### config.mk
export PLATFORM = sky130hd
export DESIGN_NAME = sorted_timeout_queue
export DESIGN_NICKNAME = d
export VERILOG_FILES = /design/src/rtl/core/stq_pkg.sv /design/src/rtl/core/stq_ctrl.sv /design/src/rtl/core/stq_datapath.sv /design/src/rtl/core/sorted_timeout_queue.sv
export VERILOG_INCLUDE_DIRS = /design/src /design/src/rtl/core
export SDC_FILE = /design/constraint.sdc
export NUM_CORES = 2
export LEC_CHECK = 0
export BUFFER_PORTS_ARGS = -buffer_cell sky130_fd_sc_hd__buf_4
export CAP_MARGIN = 20
export CORE_ASPECT_RATIO = 1.5
export CORE_MARGIN = 5
export CORE_UTILIZATION = 45
export CTS_CLUSTER_DIAMETER = 100
export DETAILED_ROUTE_END_ITERATION = 16
export PLACE_DENSITY_LB_ADDON = 0.2
export SETUP_SLACK_MARGIN = 0.5
export SYNTH_ARGS = -nofsm -noshare
export SYNTH_HDL_FRONTEND = slang
export SYNTH_HIERARCHICAL = 1
export SYNTH_SLANG_ARGS = --single-unit
### constraint.sdc
create_clock -name clock -period 5.3 [get_ports clock]
set_input_delay 0.265 -clock clock [delete_from_list [all_inputs] [get_ports clock]]
set_output_delay 0.265 -clock clock [all_outputs]
set_load 0.01 [all_outputs]
### src/rtl/core/sorted_timeout_queue_defines.svh
// Assertion macros shared by the sorted timeout queue.
`ifndef SORTED_TIMEOUT_QUEUE_DEFINES_SVH
`define SORTED_TIMEOUT_QUEUE_DEFINES_SVH

// The condition holds at every clock edge outside reset.
`define STQ_ASSERT_ALWAYS(lbl, cond) \
   lbl: assert property (@(posedge clock) disable iff (reset) (cond)) \
      else $error("sorted_timeout_queue: invariant violated");

// When the trigger holds, the consequence holds at the next clock edge.
`define STQ_ASSERT_NEXT(lbl, trig, cons) \
   lbl: assert property (@(posedge clock) disable iff (reset) (trig) |=> (cons)) \
      else $error("sorted_timeout_queue: sequence violated");

`endif

### src/rtl/core/stq_pkg.sv
package stq_pkg;

   localparam int QUEUE_DEPTH  = 16;
   localparam int TIME_BITS    = 32;
   localparam int COUNT_BITS   = $clog2(QUEUE_DEPTH + 1);
   localparam int ID_BITS      = 8;
   localparam int PENDING_BITS = 5;

   localparam logic FUNC_INSERT = 1'b0;
   localparam logic FUNC_POLL   = 1'b1;

   typedef struct packed {
      logic               func;
      logic [ID_BITS-1:0] task_id;
      logic [31:0]        sleep_ticks;
      logic [31:0]        now_ticks;
   } req_type;

   typedef struct packed {
      logic                    woke;
      logic [ID_BITS-1:0]      woken_task;
      logic                    dropped_full;
      logic [PENDING_BITS-1:0] pending;
   } rsp_type;

   typedef struct packed {
      logic load;
      logic exec;
   } cmd_type;

   typedef struct packed {
      logic out_free;
   } sts_type;

endpackage

### src/rtl/core/stq_ctrl.sv
module stq_ctrl (
   input  logic             clock,
   input  logic             reset,
   input  logic             req_valid,
   output logic             req_stall,
   input  stq_pkg::sts_type sts,
   output stq_pkg::cmd_type cmd
);

   localparam logic ST_IDLE = 1'b0;
   localparam logic ST_EXEC = 1'b1;

   logic state_ff;
   logic state_in;

   // No transfer is taken while reset is held.
   always_comb begin
      state_in  = state_ff;
      req_stall = 1'b1;
      cmd       = '0;
      case (state_ff)
         ST_IDLE: begin
            req_stall = reset;
            if (req_valid && !reset) begin
               cmd.load = 1'b1;
               state_in = ST_EXEC;
            end
         end
         ST_EXEC: begin
            if (sts.out_free) begin
               cmd.exec = 1'b1;
               state_in = ST_IDLE;
            end
         end
         default: begin
            state_in = ST_IDLE;
         end
      endcase
   end

   always_ff @(posedge clock) begin
      if (reset) begin
         state_ff <= ST_IDLE;
      end else begin
         state_ff <= state_in;
      end
   end

endmodule

### src/rtl/core/stq_datapath.sv
module stq_datapath (
   input  logic             clock,
   input  logic             reset,
   input  stq_pkg::req_type req_data,
   input  stq_pkg::cmd_type cmd,
   output stq_pkg::sts_type sts,
   output logic             rsp_valid,
   input  logic             rsp_stall,
   output stq_pkg::rsp_type rsp_data
);

   logic                              func_ff;
   logic [stq_pkg::ID_BITS-1:0]       id_ff;
   logic [stq_pkg::TIME_BITS-1:0]     wake_ff;
   logic [stq_pkg::TIME_BITS-1:0]     now_ff;
   logic [stq_pkg::TIME_BITS-1:0]     times_ff [stq_pkg::QUEUE_DEPTH];
   logic [stq_pkg::TIME_BITS-1:0]     times_in [stq_pkg::QUEUE_DEPTH];
   logic [stq_pkg::ID_BITS-1:0]       ids_ff   [stq_pkg::QUEUE_DEPTH];
   logic [stq_pkg::ID_BITS-1:0]       ids_in   [stq_pkg::QUEUE_DEPTH];
   logic [stq_pkg::TIME_BITS-1:0]     prev_time [stq_pkg::QUEUE_DEPTH];
   logic [stq_pkg::ID_BITS-1:0]       prev_id   [stq_pkg::QUEUE_DEPTH];
   logic [stq_pkg::TIME_BITS-1:0]     next_time [stq_pkg::QUEUE_DEPTH];
   logic [stq_pkg::ID_BITS-1:0]       next_id   [stq_pkg::QUEUE_DEPTH];
   logic [stq_pkg::QUEUE_DEPTH-1:0]   le;
   logic [stq_pkg::QUEUE_DEPTH-1:0]   le_prev;
   logic [stq_pkg::COUNT_BITS-1:0]    count_ff;
   logic [stq_pkg::COUNT_BITS-1:0]    count_in;
   logic                              full;
   logic                              expired;
   logic                              rsp_valid_ff;
   logic                              rsp_valid_in;
   stq_pkg::rsp_type                  rsp_ff;
   stq_pkg::rsp_type                  rsp_in;

   assign full    = (count_ff == stq_pkg::COUNT_BITS'(stq_pkg::QUEUE_DEPTH));
   assign expired = (count_ff != '0) && (now_ff >= times_ff[0]);

   // Entries at or below the new wake time form a prefix, since the queue is sorted.
   for (genvar k = 0; k < stq_pkg::QUEUE_DEPTH; k++) begin : g_cell
      assign le[k] = (stq_pkg::COUNT_BITS'(k) < count_ff) && (times_ff[k] <= wake_ff);
      if (k == 0) begin : g_first
         assign le_prev[k]   = 1'b1;
         assign prev_time[k] = wake_ff;
         assign prev_id[k]   = id_ff;
      end else begin : g_rest
         assign le_prev[k]   = le[k-1];
         assign prev_time[k] = times_ff[k-1];
         assign prev_id[k]   = ids_ff[k-1];
      end
      if (k == stq_pkg::QUEUE_DEPTH - 1) begin : g_last
         assign next_time[k] = times_ff[k];
         assign next_id[k]   = ids_ff[k];
      end else begin : g_inner
         assign next_time[k] = times_ff[k+1];
         assign next_id[k]   = ids_ff[k+1];
      end
   end

   always_comb begin
      times_in     = times_ff;
      ids_in       = ids_ff;
      count_in     = count_ff;
      rsp_in       = rsp_ff;
      rsp_valid_in = rsp_valid_ff && rsp_stall;
      if (cmd.exec) begin
         rsp_in       = '0;
         rsp_valid_in = 1'b1;
         if (func_ff == stq_pkg::FUNC_INSERT) begin
            if (full) begin
               rsp_in.dropped_full = 1'b1;
            end else begin
               for (int k = 0; k < stq_pkg::QUEUE_DEPTH; k++) begin
                  if (le[k]) begin
                     times_in[k] = times_ff[k];
                     ids_in[k]   = ids_ff[k];
                  end else if (le_prev[k]) begin
                     times_in[k] = wake_ff;
                     ids_in[k]   = id_ff;
                  end else begin
                     times_in[k] = prev_time[k];
                     ids_in[k]   = prev_id[k];
                  end
               end
               count_in = count_ff + 1'b1;
            end
         end else if (expired) begin
            rsp_in.woke       = 1'b1;
            rsp_in.woken_task = ids_ff[0];
            times_in          = next_time;
            ids_in            = next_id;
            count_in          = count_ff - 1'b1;
         end
         rsp_in.pending = stq_pkg::PENDING_BITS'(count_in);
      end
   end

   always_ff @(posedge clock) begin
      if (reset) begin
         count_ff     <= '0;
         rsp_valid_ff <= 1'b0;
      end else begin
         count_ff     <= count_in;
         rsp_valid_ff <= rsp_valid_in;
      end
   end

   always_ff @(posedge clock) begin
      if (cmd.load) begin
         func_ff <= req_data.func;
         id_ff   <= req_data.task_id;
         now_ff  <= stq_pkg::TIME_BITS'(req_data.now_ticks);
         wake_ff <= stq_pkg::TIME_BITS'(req_data.now_ticks)
                    + stq_pkg::TIME_BITS'(req_data.sleep_ticks);
      end
      times_ff <= times_in;
      ids_ff   <= ids_in;
      rsp_ff   <= rsp_in;
   end

   assign sts.out_free = !rsp_valid_ff || !rsp_stall;
   assign rsp_valid    = rsp_valid_ff;
   assign rsp_data     = rsp_ff;

endmodule

### src/rtl/core/sorted_timeout_queue.sv
// Sorted timeout queue: holds up to sixteen sleeping tasks ordered by wake time.
// The request channel (req_valid, req_stall, req_data) carries one item per transfer:
// an insert stores a task id with wake time now plus sleep time, behind any entry
// with an equal or earlier wake time; a poll removes the head entry if its wake
// time is at or before now and returns its id.
// Every item yields exactly one response transfer on rsp_valid, rsp_stall, rsp_data,
// giving the woken task, the dropped flag for an insert into a full queue and the
// number of tasks left waiting.
// Each item first has its request and wake-time sum registered; then all entries are
// compared in parallel, the queue shifts and the response is registered. A new item
// is taken only after the previous item's compare-and-shift step, which waits while the
// response side stalls.
// The response is held in an output register; a new item is accepted while it
// waits, but that item's work waits until the response has been transferred.
// A synchronous reset empties the queue and drops any pending response; the entry
// contents are not cleared.
`include "sorted_timeout_queue_defines.svh"

module sorted_timeout_queue (
   input  logic             clock,
   input  logic             reset,
   input  logic             req_valid,
   output logic             req_stall,
   input  stq_pkg::req_type req_data,
   output logic             rsp_valid,
   input  logic             rsp_stall,
   output stq_pkg::rsp_type rsp_data
);

   stq_pkg::cmd_type cmd;
   stq_pkg::sts_type sts;

   stq_ctrl u_ctrl (
      .clock     (clock),
      .reset     (reset),
      .req_valid (req_valid),
      .req_stall (req_stall),
      .sts       (sts),
      .cmd       (cmd)
   );

   stq_datapath u_datapath (
      .clock     (clock),
      .reset     (reset),
      .req_data  (req_data),
      .cmd       (cmd),
      .sts       (sts),
      .rsp_valid (rsp_valid),
      .rsp_stall (rsp_stall),
      .rsp_data  (rsp_data)
   );

   `STQ_ASSERT_ALWAYS(a_exec_needs_room, !cmd.exec || sts.out_free)
   `STQ_ASSERT_ALWAYS(a_load_exec_apart, !(cmd.load && cmd.exec))
   `STQ_ASSERT_NEXT(a_busy_after_accept, req_valid && !req_stall, req_stall)
   `STQ_ASSERT_NEXT(a_exec_gives_rsp, cmd.exec, rsp_valid)
   `STQ_ASSERT_ALWAYS(a_pending_bound,
      !rsp_valid || (rsp_data.pending <= 5'(stq_pkg::QUEUE_DEPTH)))

endmodule
# After elaboration in Yosys (flattened, before gate mapping)
# Index checks and enable logic that the tools add are counted.
[totals]
in_bits = 77
out_inout_bits = 17
wordCells = 223
reg_bits = 735
[classes]
bitwise = 4
mux = 81
n_eq_ne = 18
reduce_logical = 41
n_lt_le_gt_ge = 33
n_addsub = 3
[op_table]
columns = ["cell", "n"]
rows = [
  ["512-bit two-way mux", 3],
  ["32-bit two-way mux", 31],
  ["32-bit <= comparator", 16],
  ["128-bit two-way mux", 3],
  ["8-bit two-way mux", 31],
  ["4-bit AND reduction", 16],
  ["4-bit by 5-bit < comparator with 1-bit output (first input constant)", 8],
  ["32-bit adder", 1],
  ["32-bit >= comparator", 1],
  ["2-bit by 1-bit inequality test with 1-bit output (second input constant)", 16],
  ["3-bit by 5-bit < comparator with 1-bit output (first input constant)", 4],
  ["1-bit logical AND", 19],
  ["5-bit two-way mux", 3],
  ["1-bit by 5-bit < comparator with 1-bit output (first input constant)", 2],
  ["2-bit by 5-bit < comparator with 1-bit output (first input constant)", 2],
  ["9-bit two-way mux", 1],
  ["1-bit two-way mux", 8],
  ["5-bit by 1-bit adder with 5-bit output (second input constant)", 1],
  ["5-bit == test (second input constant)", 1],
  ["5-bit nonzero test", 1],
  ["5-bit by 1-bit subtractor with 5-bit output (second input constant)", 1],
  ["1-bit inverter", 4],
  ["1-bit zero test", 3],
  ["2-bit inequality test (second input constant)", 1],
  ["3 further kinds", 3],
]

# Longest topological paths before layout
[logic_depth]
depth_word = 6
ltp_mapped = 13
mapped_depth_nobuf = 11

# Modules after synthesis
# The synthesis kept the hierarchy.
[by_module_without_submodules]
columns = ["mod", "cells_each", "instances", "seq_area_each_um2", "area_each_um2"]
rows = [
  ["stq_datapath", 6033, 1, 21981.1, 55927.4],
  ["stq_ctrl", 8, 1, 20.0, 63.8],
]

# Worst setup path before layout
# No wires, ideal clock.
[synth_path]
kind = "register to register"
startpoint = "register u_datapath/wake_ff[21] in the netlist's numbering"
endpoint = "register u_datapath/ids_ff[48] in the netlist's numbering (enable)"
setup_slack_ns = 0.348
t_arrival_ns = 4.491
n_path_buf = 1
setup_time_ns = 0.461
t_required_ns = 4.839
period_less_slack_ns = 4.952
path_stages_with_launch = 10
path_cell_list = "edfxtp_1 > inv_1 > ha_1 > nand4_1 > or4_1 > nor3_1 > a211o_1 > clkbuf_1 > o21ai_0 > a31oi_1"
[synth_via]
elab_chain_cells = 4
[synth_rtl]
columns = ["item", "line_no", "rtl"]
rows = [
  ["start, declared", "stq_datapath.sv:14", "logic [stq_pkg::TIME_BITS-1:0] wake_ff;"],
  ["start signal, assigned", "stq_datapath.sv:112", "wake_ff <= stq_pkg::TIME_BITS'(req_data.now_ticks)"],
  ["32-bit <= comparator", "stq_datapath.sv:40", "assign le[k] = (stq_pkg::COUNT_BITS'(k) < count_ff) && (times_ff[k] <= wake_ff);"],
  ["1-bit logical AND", "stq_datapath.sv:40", ""],
  ["2-bit by 1-bit inequality test with 1-bit output (no line)", "-", ""],
  ["4-bit AND reduction (no line)", "-", ""],
  ["end signal, assigned", "stq_datapath.sv:116", "ids_ff <= ids_in;"],
  ["end, declared", "stq_datapath.sv:18", "logic [stq_pkg::ID_BITS-1:0] ids_ff [stq_pkg::QUEUE_DEPTH];"],
]
# Every way passes these cells.
# A chain may end at the register's enable or synchronous reset.

# Final worst setup path
[layout_path]
startpoint = "register u_datapath/wake_ff[26] in the netlist's numbering"
endpoint = "register u_datapath.times_ff (netlist bit u_datapath/next_time[78]) (enable)"
[layout_via]
elab_chain_cells = 4
[layout_rtl]
columns = ["item", "line_no", "rtl"]
rows = [
  ["32-bit <= comparator", "stq_datapath.sv:40", ""],
  ["1-bit logical AND", "stq_datapath.sv:40", ""],
  ["2-bit by 1-bit inequality test with 1-bit output (no line)", "-", ""],
  ["4-bit AND reduction (no line)", "-", ""],
  ["end signal, assigned", "stq_datapath.sv:115", "times_ff <= times_in;"],
  ["end, declared", "stq_datapath.sv:16", "logic [stq_pkg::TIME_BITS-1:0] times_ff [stq_pkg::QUEUE_DEPTH];"],
]
# Every way passes these cells.

==> flow_summary.toml <==
[synth]
synthAdderAreaFrac = 0.130
yosysSeqAreaShare = 0.393
ys_types = 95
synth-compound-area-share = 0.224
synthFlopType = "edfxtp_1"
synthCells = 6041
synth.area.mux_share = 0.0300
synthTopCellsByArea = "edfxtp_1 (39%), ha_1 (13%), nor3_1 (4.2%)"
synth_common_cells = "edfxtp_1 (728), ha_1 (578), nor2_1 (571)"
synth_top_family_by_area = "compound AO/OA/AOI/OAI gates"
synth_xor_area_frac = 0.00438
yosys_warnings = 6
synth_edf_count = 728
synth_simple_gate_area_frac = 0.171
synth_top_area_cell = "edfxtp_1"
syn_nets = 6697
synth_top_area_frac = 0.390
synth_async_sr_flop_share = 0
syn_area_um2 = 56000
ys_ff_latch = 735
yosysMostFrequentCell = "edfxtp_1"
avgSynthCellArea_um2 = 9.27

[power_and_ir_drop]
ir_drop_v = 0.000274
power_mw = 16.0
power_density_nw_per_um2 = 259
p_leak_nw = 23.2

[setup_path]
path_class = "flop to flop"
crit_top_cell = "nor3_1"
arrival_ns = 4.95
critPathTopFamily = "simple AND/OR/NAND/NOR gates"
path_max_fanout = 21
endpoint_kind = "flop"
crit_path_cell_trace = "inv_1, buf_4, ha_1, nand4_1, or2_1, nor3_1, nand2_1, nor3_1, o22ai_4, o21a_2, buf_16"
crit_buf_inv = 3
slowest_stage = "nor3_1"
worst_setup_path_start_kind = "flop"
critical-path-max-stage-delay_ns = 0.68
critPathRequiredTime_ns = 5.72

[cells_and_area]
n_fill_cell = 11300
fin_nets = 6604
finalInstanceArea_um2 = 61800
syn2layout_area_growth_pct = 10.5
n_antenna_cell = 0
layout-drive-gt1-share = 0.0810

[routing]
met1_length_mm = 79.2
met2RoutedLength_mm = 96.9
vias = 50500
wl_per_cell_um = 26.4
drc = 0
initialDrtViolationCount = 5546
routed-wl-met3_mm = 15.6
drt-total-wl_mm = 201
dr.pass1.iters = 8
via_per_inst = 6.64
ant_nets = 0
highest_layer = "met4"

[floorplanning]
die_area_um2 = 132000
die_h_um = 442
core_um2 = 124000
die_w_um = 298
initial_core_util = 0.453
ioPinCount = 94
core.rowCount = 158

[grt]
grt-ovfl-total = 0
grt_max_degree = 156
antenna_found_initial = 0
grt_pass1_wl_mm = 300
grt_pass1_vias = 48000
grt_usage = 0.290

[placed_design]
place_hpwl_mm = 152
placed_cell_area_um2 = 58700
io_buffers = 93
routabilityCongestion = 0.938

[sta]
final_max_slew_viol_count = 0
rsz0062_at_grt = "false"
final.min_clock_period_ns = 4.54
finalSetupTns_ns = 0
clock.fmax_ghz = 0.220
slew_headroom = 0.179
fin_crit_sh = 0.856
holdWs_ns = 0.0559
final-setup-viol-count = 0
finalHoldViolations = 0
tightest_slew_ns = 1.23
finClkSkew_ns = 0.0305

[clock_tree]
cts_inserted_buffers = 79
worstSkewPairLatency_ns = 0.69
ctsHtreeMaxLevel = 3
clkSlewWorstSetupHoldPaths_ns = 0.06
cts.sinks = 735
cts-root-buf = "clkbuf_16"
cts.path.max_buffers = 3
cts_tree = "built"

[hold_path]
hold_path_class = "primary input to flop"

[job]
cap_violations = 0

[outcome]
status = "complete, no violations"
-- placed cells by master (no fill, tap or decap), drive strengths merged, types with 223 or more instances in the layout --
cell type    n
a211oi     224
a21o       223
a21oi      353
buf        301
edfxtp     728
ha         578
nand2      375
nor2       573
nor3       469
o21ai      431
-- report_power, final --
part,total [mW],internal [mW],switching [mW]
combinational,3.16,1.12,2.04
sequential,7.02,6.75,0.271
clock,5.85,3.30,2.55
total,16.0,11.2,4.86
-- sequential cells by signal (all words and copies together), names as in the netlist --
| name | flops |
|---|---|
| u_ctrl/state_ff | 1 |
| u_datapath/ids_ff | 128 |
| u_datapath/rsp_valid | 1 |
| u_datapath/rsp_data | 15 |
| u_datapath/next_time | 480 |
| u_datapath/wake_ff | 32 |
| u_datapath/id_ff | 8 |
| u_datapath/count_ff | 5 |
| u_datapath/now_ff | 32 |
| u_datapath/prev_time | 32 |
| u_datapath/func_ff | 1 |
-- layer usage --
layer  track usage  vias up
met1         0.373    24400
met3        0.0307      373
met5             0        -
met2         0.497     2500
li1              -    23200
met4         0.125        0
-- stage by stage --
stage          instances  setup slack (ns)  utilization
2_1_floorplan       6041             0.546            -
3_3_place_gp        7418             0.742        0.475
3_5_place_dp        7418             0.765        0.475
4_1_cts             7609             0.732        0.500
5_1_grt             7611             0.707        0.501
6_report            7611             0.763        0.501
-- final timing paths --
path                                              from                  endpoint  slack (ns)  cells past startpoint
worst min-delay path                      req_data[34]     u_datapath/wake_ff[2]        0.06                      3
worst max-delay path            u_datapath/wake_ff[26]  u_datapath/next_time[78]        0.76                     11
worst max register to register  u_datapath/wake_ff[26]  u_datapath/next_time[78]        0.76                     11
worst min register to register    u_datapath/ids_ff[7]     u_datapath/ids_ff[15]        0.52                      2
-- area by class of cell --
cell class / count / area, um^2 / share of cell area
well taps: 1600 / 2000 / 0.0324
clock inverters: 47 / 475 / 0.00769
repair buffers: 348 / 2980 / 0.0482
clock buffers: 97 / 2130 / 0.0344
flip-flops and latches: 735 / 22000 / 0.356
inverters: 153 / 582 / 0.00941
multi-input cells: 4631 / 31700 / 0.512
-- what timing repair did --
action                                 4_1_cts  5_1_grt
setup buffers                                0        0
hold buffers                                47        0
endpoints found under the hold margin       56        0
gates resized for setup                      0        0
-- worst reg2reg max path: cells and delay by family, from the launching register on --
family                     cells  cell delay [ns]
and+or+nand+nor                5             2.03
adders and majority gates      1             0.18
buffers and inverters          3             1.02
AOI/OAI and AO/OA              2             0.59
DFF                            1             0.44
-- cell families after synthesis --
| kind of cell | count (synthesis) |
|---|---|
| AO/OA/AOI/OAI | 1849 |
| flip-flops | 735 |
| adder cells (fa/ha/maj) | 579 |
| buffers and inverters | 675 |
| XOR/XNOR | 28 |
| multiplexers | 163 |
| AND/OR/NAND/NOR | 2012 |
No activity file was read; power rests on OpenSTA's default activity.
